==> config.mk <==
export PLATFORM = sky130hd
export DESIGN_NAME = viewport_mask_run_decoder
export DESIGN_NICKNAME = d
export VERILOG_FILES = /design/src/hdl/vmrd_pkg.sv /design/src/hdl/vmrd_queue.sv /design/src/hdl/vmrd_front.sv /design/src/hdl/vmrd_back.sv /design/src/hdl/viewport_mask_run_decoder.sv
export SDC_FILE = /design/constraint.sdc
export NUM_CORES = 1
export LEC_CHECK = 0
export BUFFER_PORTS_ARGS = -buffer_cell sky130_fd_sc_hd__buf_2
export CAP_MARGIN = 0
export CORE_MARGIN = 3
export CORE_UTILIZATION = 45
export DETAILED_ROUTE_END_ITERATION = 8
export GPL_ROUTABILITY_DRIVEN = 0
export SYNTH_ARGS = -nofsm -noshare
export SYNTH_HDL_FRONTEND = slang
export SYNTH_SLANG_ARGS = --single-unit
==> constraint.sdc <==
create_clock -name clk -period 9.65 [get_ports clk]
set_input_delay 0.4825 -clock clk [delete_from_list [all_inputs] [get_ports clk]]
set_output_delay 0.4825 -clock clk [all_outputs]
set_load 0.02 [all_outputs]
==> src/hdl/vmrd_pkg.sv <==
// ============================================================================
// vmrd_pkg
// Shared constants and types of the viewport mask run decoder.
// ============================================================================
`default_nettype none

package vmrd_pkg;

    // Largest image dimension; rows and columns wrap modulo this.
    localparam int MAX_DIM     = 4096;
    // Length added by each zero prefix byte.
    localparam int LENGTH_STEP = 256;
    // Depth of the command queue between front and back; a power of two.
    localparam int QUEUE_DEPTH = 4;

    localparam int DIM_W = $clog2(MAX_DIM + 1);            // sizes, counts
    localparam int POS_W = $clog2(MAX_DIM);                // positions
    localparam int LEN_W = $clog2(256 + 2 * LENGTH_STEP);  // decoded length
    localparam int CMP_W = (DIM_W > LEN_W) ? DIM_W : LEN_W;
    localparam int PTR_W = $clog2(QUEUE_DEPTH);
    localparam int CNT_W = $clog2(QUEUE_DEPTH + 1);

    localparam int CFG_IDX_W = 3;
    localparam logic [CFG_IDX_W-1:0] CFG_VIEWPORT_LEFT    = 3'd0;
    localparam logic [CFG_IDX_W-1:0] CFG_VIEWPORT_TOP     = 3'd1;
    localparam logic [CFG_IDX_W-1:0] CFG_VIEWPORT_COLUMNS = 3'd2;
    localparam logic [CFG_IDX_W-1:0] CFG_VIEWPORT_ROWS    = 3'd3;
    localparam logic [CFG_IDX_W-1:0] CFG_IMAGE_COLUMNS    = 3'd4;
    localparam logic [CFG_IDX_W-1:0] CFG_IMAGE_ROWS       = 3'd5;

    typedef struct packed {
        logic [POS_W-1:0] viewport_left;
        logic [POS_W-1:0] viewport_top;
        logic [DIM_W-1:0] viewport_columns;
        logic [DIM_W-1:0] viewport_rows;
        logic [DIM_W-1:0] image_columns;
        logic [DIM_W-1:0] image_rows;
    } vmrd_cfg_t;

    // Command from front to back; positions are relative to the viewport.
    typedef struct packed {
        logic             present;
        logic [POS_W-1:0] row_offset;
        logic [POS_W-1:0] col_offset;
        logic [DIM_W-1:0] length;
        logic             transparent;
        logic             done;
        logic             status;
        logic [DIM_W-1:0] completed;
    } vmrd_cmd_t;

endpackage

`default_nettype wire

==> src/hdl/vmrd_queue.sv <==
// ============================================================================
// vmrd_queue
// Short register queue carrying commands from the front to the back.
// ============================================================================
`default_nettype none

module vmrd_queue
    import vmrd_pkg::*;
(
    input  wire logic      clk,
    input  wire logic      rst_n,
    input  wire logic      wr,
    input  wire vmrd_cmd_t wdata,
    input  wire logic      rd,
    output vmrd_cmd_t      rdata,
    output logic           head_valid,
    output logic           full
);

    vmrd_cmd_t        slots_reg [QUEUE_DEPTH];
    logic [PTR_W-1:0] wr_ptr_reg;
    logic [PTR_W-1:0] rd_ptr_reg;
    logic [CNT_W-1:0] count_reg;

    assign rdata      = slots_reg[rd_ptr_reg];
    assign head_valid = (count_reg != '0);
    assign full       = (count_reg == CNT_W'(QUEUE_DEPTH));

    always_ff @(posedge clk)
    begin
        if (wr)
        begin
            slots_reg[wr_ptr_reg] <= wdata;
        end
    end

    always_ff @(posedge clk or negedge rst_n)
    begin
        if (!rst_n)
        begin
            wr_ptr_reg <= '0;
            rd_ptr_reg <= '0;
            count_reg  <= '0;
        end
        else
        begin
            if (wr)
            begin
                wr_ptr_reg <= wr_ptr_reg + PTR_W'(1);
            end
            if (rd)
            begin
                rd_ptr_reg <= rd_ptr_reg + PTR_W'(1);
            end
            if (wr && !rd)
            begin
                count_reg <= count_reg + CNT_W'(1);
            end
            else if (rd && !wr)
            begin
                count_reg <= count_reg - CNT_W'(1);
            end
        end
    end

`ifndef NO_ASSERTIONS
    a_count_bound: assert property (@(posedge clk) disable iff (!rst_n)
        count_reg <= CNT_W'(QUEUE_DEPTH))
        else $error("queue count beyond depth");
    a_no_overflow: assert property (@(posedge clk) disable iff (!rst_n)
        !(wr && full))
        else $error("write into full queue");
    a_no_underflow: assert property (@(posedge clk) disable iff (!rst_n)
        !(rd && !head_valid))
        else $error("read from empty queue");
`endif

endmodule

`default_nettype wire

==> src/hdl/vmrd_front.sv <==
// ============================================================================
// vmrd_front
// Byte parser: tracks row, column and prefix state, clips each run.
// ============================================================================
`default_nettype none

module vmrd_front
    import vmrd_pkg::*;
(
    input  wire logic       clk,
    input  wire logic       rst_n,
    input  wire vmrd_cfg_t  cfg,
    input  wire logic       accept,
    input  wire logic [7:0] mask_byte,
    input  wire logic       final_byte,
    output logic            cmd_wr,
    output vmrd_cmd_t       cmd
);

    typedef enum logic [1:0] {
        PH_POLARITY,
        PH_LENGTH,
        PH_ONE_ZERO,
        PH_TWO_ZERO
    } phase_t;

    phase_t           phase_reg,    phase_next;
    logic [DIM_W-1:0] row_reg,      row_next;
    logic [DIM_W-1:0] col_reg,      col_next;
    logic [7:0]       pol_reg,      pol_next;
    logic             halted_reg,   halted_next;
    logic             vp_err_reg,   vp_err_next;

    logic             vp_ok;
    logic             got;
    logic [LEN_W-1:0] len;
    logic [DIM_W-1:0] room;
    logic [DIM_W-1:0] vis;

    // Viewport check, all on register values.
    always_comb
    begin
        vp_ok = 1'b1;
        if (cfg.viewport_columns == '0 || cfg.viewport_rows == '0)
            vp_ok = 1'b0;
        if (cfg.image_columns == '0 || cfg.image_rows == '0)
            vp_ok = 1'b0;
        if (cfg.image_columns > DIM_W'(MAX_DIM) || cfg.image_rows > DIM_W'(MAX_DIM))
            vp_ok = 1'b0;
        if (cfg.viewport_columns > cfg.image_columns
            || cfg.viewport_rows > cfg.image_rows)
            vp_ok = 1'b0;
        else
        begin
            if (DIM_W'(cfg.viewport_left) > cfg.image_columns - cfg.viewport_columns)
                vp_ok = 1'b0;
            if (DIM_W'(cfg.viewport_top) > cfg.image_rows - cfg.viewport_rows)
                vp_ok = 1'b0;
        end
    end

    always_comb
    begin
        phase_next  = phase_reg;
        row_next    = row_reg;
        col_next    = col_reg;
        pol_next    = pol_reg;
        halted_next = halted_reg;
        vp_err_next = vp_err_reg;
        got         = 1'b0;
        len         = '0;
        cmd         = '0;

        room = (cfg.viewport_columns > col_reg) ? cfg.viewport_columns - col_reg : '0;

        if (!vp_ok)
        begin
            vp_err_next = 1'b1;
        end
        else if (!halted_reg && !vp_err_reg)
        begin
            case (phase_reg)
                PH_POLARITY:
                begin
                    if (row_reg >= cfg.viewport_rows)
                    begin
                        halted_next = 1'b1;
                    end
                    else
                    begin
                        pol_next   = mask_byte;
                        col_next   = '0;
                        phase_next = PH_LENGTH;
                    end
                end
                PH_LENGTH:
                begin
                    if (mask_byte != 8'd0)
                    begin
                        len = LEN_W'(mask_byte);
                        got = 1'b1;
                    end
                    else
                    begin
                        phase_next = PH_ONE_ZERO;
                    end
                end
                PH_ONE_ZERO:
                begin
                    if (mask_byte != 8'd0)
                    begin
                        len = LEN_W'(mask_byte) + LEN_W'(LENGTH_STEP);
                        got = 1'b1;
                    end
                    else
                    begin
                        phase_next = PH_TWO_ZERO;
                    end
                end
                PH_TWO_ZERO:
                begin
                    len = LEN_W'(mask_byte) + LEN_W'(2 * LENGTH_STEP);
                    got = 1'b1;
                end
                default:
                begin
                    phase_next = PH_POLARITY;
                end
            endcase
        end

        // Clip against the room left in the row.
        vis = (CMP_W'(len) < CMP_W'(room)) ? DIM_W'(len) : room;

        if (got)
        begin
            cmd.present     = 1'b1;
            cmd.row_offset  = row_reg[POS_W-1:0];
            cmd.col_offset  = col_reg[POS_W-1:0];
            cmd.length      = vis;
            cmd.transparent = ~pol_reg[7];
            col_next        = col_reg + vis;
            pol_next        = 8'd0 - pol_reg;
            phase_next      = PH_LENGTH;
            if (col_next >= cfg.viewport_columns)
            begin
                row_next   = row_reg + DIM_W'(1);
                phase_next = PH_POLARITY;
                if (row_next >= cfg.viewport_rows)
                    halted_next = 1'b1;
            end
        end

        if (final_byte)
        begin
            cmd.done      = 1'b1;
            cmd.status    = vp_err_next;
            cmd.completed = vp_err_next ? '0 : row_next;
            phase_next    = PH_POLARITY;
            row_next      = '0;
            col_next      = '0;
            pol_next      = '0;
            halted_next   = 1'b0;
            vp_err_next   = 1'b0;
        end
    end

    assign cmd_wr = accept && (got || final_byte);

    always_ff @(posedge clk or negedge rst_n)
    begin
        if (!rst_n)
        begin
            phase_reg  <= PH_POLARITY;
            row_reg    <= '0;
            col_reg    <= '0;
            pol_reg    <= '0;
            halted_reg <= 1'b0;
            vp_err_reg <= 1'b0;
        end
        else if (accept)
        begin
            phase_reg  <= phase_next;
            row_reg    <= row_next;
            col_reg    <= col_next;
            pol_reg    <= pol_next;
            halted_reg <= halted_next;
            vp_err_reg <= vp_err_next;
        end
    end

`ifndef NO_ASSERTIONS
    a_halt_at_row_start: assert property (@(posedge clk) disable iff (!rst_n)
        halted_reg |-> phase_reg == PH_POLARITY)
        else $error("halted inside a row");
    a_error_no_run: assert property (@(posedge clk) disable iff (!rst_n)
        cmd_wr && cmd.status |-> !cmd.present && cmd.completed == '0)
        else $error("run or row count issued with viewport error");
    a_error_quiet: assert property (@(posedge clk) disable iff (!rst_n)
        vp_err_reg |-> !got)
        else $error("decode after viewport error");
`endif

endmodule

`default_nettype wire

==> src/hdl/vmrd_back.sv <==
// ============================================================================
// vmrd_back
// Output stage: places runs in image coordinates and holds the result item.
// ============================================================================
`default_nettype none

module vmrd_back
    import vmrd_pkg::*;
(
    input  wire logic              clk,
    input  wire logic              rst_n,
    input  wire vmrd_cfg_t         cfg,
    input  wire vmrd_cmd_t         head,
    input  wire logic              head_valid,
    output logic                   head_rd,
    input  wire logic              pop,
    output logic                   empty,
    output logic                   run_present,
    output logic [POS_W-1:0]       run_row,
    output logic [POS_W-1:0]       run_start,
    output logic [DIM_W-1:0]       run_length,
    output logic                   make_transparent,
    output logic                   stream_done,
    output logic                   status,
    output logic [DIM_W-1:0]       completed_rows
);

    logic             valid_reg;
    logic             present_reg;
    logic [POS_W-1:0] row_reg;
    logic [POS_W-1:0] start_reg;
    logic [DIM_W-1:0] length_reg;
    logic             transp_reg;
    logic             done_reg;
    logic             status_reg;
    logic [DIM_W-1:0] completed_reg;

    assign head_rd = head_valid && (!valid_reg || pop);
    assign empty   = !valid_reg;

    always_ff @(posedge clk or negedge rst_n)
    begin
        if (!rst_n)
        begin
            valid_reg <= 1'b0;
        end
        else if (head_rd)
        begin
            valid_reg <= 1'b1;
        end
        else if (pop)
        begin
            valid_reg <= 1'b0;
        end
    end

    always_ff @(posedge clk)
    begin
        if (head_rd)
        begin
            present_reg   <= head.present;
            row_reg       <= head.present ? cfg.viewport_top + head.row_offset : '0;
            start_reg     <= head.present ? cfg.viewport_left + head.col_offset : '0;
            length_reg    <= head.length;
            transp_reg    <= head.transparent;
            done_reg      <= head.done;
            status_reg    <= head.status;
            completed_reg <= head.completed;
        end
    end

    assign run_present      = present_reg;
    assign run_row          = row_reg;
    assign run_start        = start_reg;
    assign run_length       = length_reg;
    assign make_transparent = transp_reg;
    assign stream_done      = done_reg;
    assign status           = status_reg;
    assign completed_rows   = completed_reg;

endmodule

`default_nettype wire

==> src/hdl/viewport_mask_run_decoder.sv <==
// ============================================================================
// viewport_mask_run_decoder
// Run-length mask decoder producing clipped run items for a viewport.
// ============================================================================
// Takes one mask byte per clock while full is low and gives at most one
// result item per byte: a clipped run and/or, for the byte marked final, the
// end-of-stream report. Sustained rate is one byte per cycle while full stays
// low; the front stage parser updates its row/column state and clips the run
// in the same cycle as the byte is accepted. A result passes through the
// command queue and then the output register. A four-entry command queue
// between parser and output stage absorbs pop stalls, so full only rises once
// it and the output register are occupied. Configuration registers are written
// through cfg_write, cfg_index and cfg_data, take effect at once and should only
// be changed with the block idle; indices above 5 are ignored. There is no
// clearing pass after reset.
// ============================================================================
`default_nettype none

module viewport_mask_run_decoder
    import vmrd_pkg::*;
(
    input  wire logic                 clk,
    input  wire logic                 rst_n,
    // configuration write port
    input  wire logic                 cfg_write,
    input  wire logic [CFG_IDX_W-1:0] cfg_index,
    input  wire logic [DIM_W-1:0]     cfg_data,
    // byte input, queue style
    input  wire logic                 push,
    output logic                      full,
    input  wire logic [7:0]           mask_byte,
    input  wire logic                 final_byte,
    // result output, queue style
    output logic                      empty,
    input  wire logic                 pop,
    output logic                      run_present,
    output logic [POS_W-1:0]          run_row,
    output logic [POS_W-1:0]          run_start,
    output logic [DIM_W-1:0]          run_length,
    output logic                      make_transparent,
    output logic                      stream_done,
    output logic                      status,
    output logic [DIM_W-1:0]          completed_rows
);

    vmrd_cfg_t cfg_reg;
    vmrd_cmd_t cmd_in;
    vmrd_cmd_t cmd_head;
    logic      cmd_wr;
    logic      head_valid;
    logic      head_rd;
    logic      accept;

    // Register file; all zero out of reset, values masked to width.
    always_ff @(posedge clk or negedge rst_n)
    begin
        if (!rst_n)
        begin
            cfg_reg <= '0;
        end
        else if (cfg_write)
        begin
            case (cfg_index)
                CFG_VIEWPORT_LEFT:    cfg_reg.viewport_left    <= cfg_data[POS_W-1:0];
                CFG_VIEWPORT_TOP:     cfg_reg.viewport_top     <= cfg_data[POS_W-1:0];
                CFG_VIEWPORT_COLUMNS: cfg_reg.viewport_columns <= cfg_data;
                CFG_VIEWPORT_ROWS:    cfg_reg.viewport_rows    <= cfg_data;
                CFG_IMAGE_COLUMNS:    cfg_reg.image_columns    <= cfg_data;
                CFG_IMAGE_ROWS:       cfg_reg.image_rows       <= cfg_data;
                default:              ;
            endcase
        end
    end

    // A byte is taken whenever push is high and the command queue has room.
    assign accept = push && !full;

    vmrd_front u_front (
        .clk        (clk),
        .rst_n      (rst_n),
        .cfg        (cfg_reg),
        .accept     (accept),
        .mask_byte  (mask_byte),
        .final_byte (final_byte),
        .cmd_wr     (cmd_wr),
        .cmd        (cmd_in)
    );

    vmrd_queue u_queue (
        .clk        (clk),
        .rst_n      (rst_n),
        .wr         (cmd_wr),
        .wdata      (cmd_in),
        .rd         (head_rd),
        .rdata      (cmd_head),
        .head_valid (head_valid),
        .full       (full)
    );

    vmrd_back u_back (
        .clk              (clk),
        .rst_n            (rst_n),
        .cfg              (cfg_reg),
        .head             (cmd_head),
        .head_valid       (head_valid),
        .head_rd          (head_rd),
        .pop              (pop),
        .empty            (empty),
        .run_present      (run_present),
        .run_row          (run_row),
        .run_start        (run_start),
        .run_length       (run_length),
        .make_transparent (make_transparent),
        .stream_done      (stream_done),
        .status           (status),
        .completed_rows   (completed_rows)
    );

endmodule

`default_nettype wire
After elaboration in Yosys (flattened, before gate mapping):

Memories as Yosys holds them, arrays and structs flattened.
Cells that the tools add are included.

* bits in registers: 176
* output and inout port bits: 56
* bits in writable memories: 216
* memories: 1
* input port bits: 30
* logic and storage cells: 165

Memory list
* u_queue.slots_reg: words 4, bits a word 54, read ports 1, clocked after Yosys merged registers in 0, wr ports 1, RTL line vmrd_queue.sv:20 `vmrd_cmd_t slots_reg [QUEUE_DEPTH];`

* bitwise operators: 1
* equal/unequal tests: 13
* $add $sub $neg: 14
* reduce and logical (&&, ||, !) cells: 41
* multiplexer cells: 60
* magnitude comparators: 11

Operators by type and width (count)
* $mux W13: 12
* $mux W8: 7
* $logic_not A13 Y1: 4
* $ge A13 B13 Y1: 3
* $gt A13 B13 Y1: 3
* $mux W39: 1
* $sub A13 B13 Y13: 3
* $mux W10: 3
* $pmux W10 S3: 1
* $gt A12 B13 Y1: 2
* $gt A13 B13 Y1 const B: 2
* $add A12 B12 Y12: 2
* $mux W1: 24
* $mux W15: 1
* $mux W2: 7
* $add A13 B1 Y13 const B: 1
* $add A13 B13 Y13: 1
* $lt A10 B13 Y1: 1
* $ne A4 B3 Y1 const B: 3
* $reduce_and A2 Y1: 6
* $reduce_bool A3 Y1: 4
* $add A8 B10 Y10 const B: 1
* $add A8 B9 Y10 const B: 1
* $eq A3 B3 Y1 const B: 3
* other kinds (24): 44

Logic depth before layout (Yosys ltp):

* depth in word-level cells: 17
* mapped depth: 50
* mapped depth without buffers: 48

By module:

Synthesis repeated with hierarchy kept, for this count alone.

* cells, all modules: 1606
* area, all modules: 21037.7 um^2

Modules (own cells, without submodules)
* vmrd_queue: cells an instance 316, times used 1, seq. area each 6661.4 um^2, area each 8187.9 um^2
* vmrd_front: cells an instance 919, times used 1, seq. area each 950.9 um^2, area each 7171.9 um^2
* viewport_mask_run_decoder: cells an instance 165, times used 1, seq. area each 1901.8 um^2, area each 2909.0 um^2
* vmrd_back: cells an instance 206, times used 1, seq. area each 1646.6 um^2, area each 2768.9 um^2

Worst setup path after synthesis:

No wires, ideal clock.

* path type: reg2reg
* start point: reg cfg_reg[0] (netlist name)
* end point: mem u_queue.slots_reg[0][2] (netlist name) (data pin)
* data required time: 9.471 ns
* cell stages (with the launch flop): 46
* buffers on the path: 1
* setup time: 0.179 ns
* arrival: 8.506 ns
* slack: 0.965 ns
* period minus slack after synthesis: 8.685 ns
* cell sequence: dfrtp_1 inv_1 ha_1 inv_1 fa_1 a211oi_1 o21ai_1 and2_1 o21ai_0 nand2b_1 a21oi_1 xor2_1 ha_1 a21o_1 a21oi_1 nand3_1 o211ai_2 nand4_4 [10 not listed] buf_2 nor3_1 or2_1 ha_1 nor2b_1 o31a_1 o21a_1 o21ai_0 nand2b_1 a41o_1 o41a_1 xnor2_1 ha_1 a21oi_1 a21oi_1 nand3_1 or3_1 a21oi_1

RTL lines
* start, declared: RTL line viewport_mask_run_decoder.sv:46 `vmrd_cfg_t cfg_reg;`
* end, declared: RTL line vmrd_queue.sv:20

Final worst setup path:

* start point: reg cfg_reg[45] (netlist name)
* end point: reg u_front.phase_reg[0]

* cells in the longest elaborated chain, start to end: 16
* elaborated cells on any way between the ends: 31
* classes of those cells: add/sub (3); order compare (5); eq/ne (3); mux (13); reduce/logical (7)

Ends and longest elaborated chain
* parallel branches: the longest is 16 deep, another holds $sub A13 B13 Y13
* end signal, assigned: RTL line vmrd_front.sv:183 `phase_reg <= phase_next;`
* end, declared: RTL line vmrd_front.sv:27 `phase_t phase_reg, phase_next;`

Several ways; the timed one is not identified.
A chain may end at the register's enable or synchronous reset.

==> flow_summary_export.csv <==
group,metric,value,unit
outcome,status,"complete, no violations",
critical_path,critPathMaxFanout,17,
clocking,root_buffer,"clkbuf_16",
critical_path,r2r-end,"u_front.phase_reg[0]",
synthesis,seq_area_frac_synth,53.5,%
routing,num_vias,13819,
global_route,track_usage,21.0,%
floorplan,die_w,221,microns
critical_path,slowest_stage,"a2111o_1",
sta,relSlewSlack,10.1,%
synthesis,ys_ff_latch,392,
placement,port_buffers,85,
global_route,grt_pass1_vias,14030,
clocking,htree_levels,2,
critical_path,rr_worst_depth,44,
finish,largest_reg_flops,216,
floorplan,die_height,221,microns
clocking,cts-buffers-inserted,42,
clocking,clk_pin_slew,0.06,ns
global_route,grt_pass1_wl,80900,microns
sta,fin_crit,9.17,ns
sta,worst_slack,0.483,ns
synthesis,synth_cell_types,80,
synthesis,yosys.area.top_type,"edfxtp_1",
routing,drtPass1Iterations,6,
sta,finClkSkew,0.0135,ns
clocking,cts.sinks,392,
finish,drive_above_1_share,19.2,%
critical_path,cp.required,10.14,ns
clocking,insertion_delay,0.56,ns
floorplan,die_area,49000,sq um
sta,setup_viol,0,
critical_path,startpoint_type,"register",
global_route,grt.overflow.total,0,
critical_path,end_kind,"register",
sta,rsz0062_at_grt,"yes",
routing,drc,0,
finish,diodes,0,
power_and_ir_drop,p_per_area,278,nW/um^2
placement,dp_hpwl,37300,microns
worst_hold_path,min_path_type,"in2async",
synthesis,ys.warnings.count,0,
sta,report.final.slew_viol_count,0,
global_route,grt_max_degree,66,
floorplan,ios,86,
finish,num-nets-final,1968,
finish,syn2layout_area_growth,13.5,%
routing,drt_iter0_drc,1080,
synthesis,synth_top_area_share,38.8,%
synthesis,synth_flop_cell,"edfxtp_1",
sta,fin_tns_setup,0,ns
critical_path,worstSetupPathType,"reg2reg",
sta,worst_slew_pin_slew,1.34,ns
clocking,cts_tree,"done",
synthesis,syn_avg_cell_area,12.6,sq um
power_and_ir_drop,p_leak,0.00957,uW
sta,hold_violations,0,
synthesis,netlist_instances,1662,
routing,drtAntennaViolNets,0,
synthesis,synthArstFlopShare,31.1,%
clocking,clockBufferDepth,3,
synthesis,synth_area,20900,sq um
floorplan,fp-row-count,78,
sta,min_period_over_period,95.0,%
synthesis,synth_edf_count,270,
global_route,antenna_found_initial,0,
power_and_ir_drop,ir_drop,0.000139,V
synthesis,ys_top_cells_by_area,"edfxtp_1 39%, dfrtp_1 15%, ha_1 9.4%",
routing,routedWlPerCell,21.6,microns
critical_path,r2r-start,"cfg_reg[45]",
critical_path,cpPeakStageDelay,0.45,ns
job,cap_violations,0,
clocking,hold_buffers,0,
critical_path,reg2reg_slack,0.48,ns
routing,wl,51900,microns
floorplan,start_util,45.8,%
placement,place_ws,0.180,ns
sta,timing.fmax,109,MHz
routing,viasPerCell,5.74,
critical_path,cp.arrival,9.66,ns
floorplan,core,45600,sq um
sta,hold_ws,0.0387,ns
## report_power, final
group	total [uW]	leakage [uW]	internal (uW)	switching [uW]
clock	1660	0.000701	1010	655
sequential	2410	0.00406	2190	218
combinational	2520	0.00480	1060	1460
total	6590	0.00957	4260	2330
## per-stage QoR
stage               area (sq um)  power, uW  std cells  utilization (%)
global route               23700       7000       2407             52.0
detailed placement         22100       4950       2323             48.5
global placement           22100       4910       2323             48.5
floorplan                  20900       4210       1675                -
CTS                        23500       6630       2400             51.6
finish                     23700       6590       2407             52.0
## repair_timing
action | CTS | global route
gates resized for setup | 0 | 31
buffers inserted | 0 | 7
setup endpoints to repair | 0 | 67
hold endpoints to repair | 0 | 0
## worst max-delay path: cells and delay by family, from the launching register on
kind | cells | cell delay (ns)
xor+xnor | 2 | 0.33
compound gates | 22 | 3.98
buf+inv | 4 | 0.76
fa+ha+maj | 5 | 1.62
mux | 1 | 0.37
simple gates | 10 | 1.62
flops | 1 | 0.40
## Yosys cell counts, drive strengths merged (35+ instances only)
cell type and instances:
nor3 41, a21o 35, mux4 53, nand2 89, edfxtp 270, ha 157
clkbuf 42, a21oi 78, xor2 38, nor2 105, o21ai 71, xnor2 43
inv 97, dfrtp 122, mux2 61
## routing by layer
metal,routed length (microns),global-route usage (%),up-vias
met3,2480,3.16,83
li1,-,-,6498
met4,1440,6.17,0
met1,22800,28.4,6902
met2,25200,35.3,336
met5,0,0,-
## how the worst max path moves through the flow
stage	from	end	slack, ns	cells after the start
floorplan	cfg_reg[0]	u_queue.slots_reg[0][2]	0.96	45
global placement	cfg_reg[40]	u_front.row_reg[0]	0.49	44
detailed placement	cfg_reg[26]	u_front.phase_reg[0]	0.18	46
CTS	cfg_reg[26]	u_front.phase_reg[0]	0.16	46
global route	cfg_reg[0]	u_front.phase_reg[0]	-0.04	47
finish	cfg_reg[45]	u_front.phase_reg[0]	0.48	44
## layout make-up
| cell class | instances | area [sq um] |
|---|---|---|
| Multi-Input combinational cell | 1126 | 9320 |
| Fill cell | 3911 | 21900 |
| Timing Repair Buffer | 115 | 657 |
| Clock buffer | 59 | 1210 |
| Inverter | 97 | 364 |
| Sequential cell | 392 | 11200 |
| Clock inverter | 18 | 225 |
| Tap cell | 600 | 751 |
## cell usage in the layout (no fill, tap or decap), types with 11 or more instances in the layout
cell / netlist / layout
clkbuf_16: 0 / 44
buf_2: 9 / 84
o211ai_1: 16 / 16
mux2_2: 61 / 61
xor2_1: 38 / 38
a21o_1: 35 / 35
o21ai_0: 66 / 63
buf_4: 0 / 30
nor2_1: 105 / 105
nor4_1: 23 / 23
nor2b_1: 18 / 17
a31oi_1: 11 / 11
conb_1: 1 / 14
and3_1: 23 / 22
nand2_1: 88 / 88
a21oi_1: 76 / 63
nand4_1: 24 / 24
ha_1: 157 / 157
nand2b_1: 16 / 16
mux4_2: 53 / 53
dfrtp_1: 122 / 120
inv_1: 97 / 97
nand3_1: 26 / 25
nor3_1: 40 / 38
o21a_1: 25 / 25
a21oi_2: 2 / 13
xnor2_1: 43 / 43
a22o_1: 13 / 13
edfxtp_1: 270 / 270
## cell families after synthesis
| kind of cell | synth area share, % |
|---|---|
| AO/OA/AOI/OAI | 10.8 |
| flip-flops | 53.5 |
| adder cells (fa/ha/maj) | 10.1 |
| XOR/XNOR | 3.40 |
| multiplexers | 9.49 |
| buffers and inverters | 2.88 |
| other | 0.0180 |
| AND/OR/NAND/NOR | 9.90 |
(Power assumes the default switching activity.)
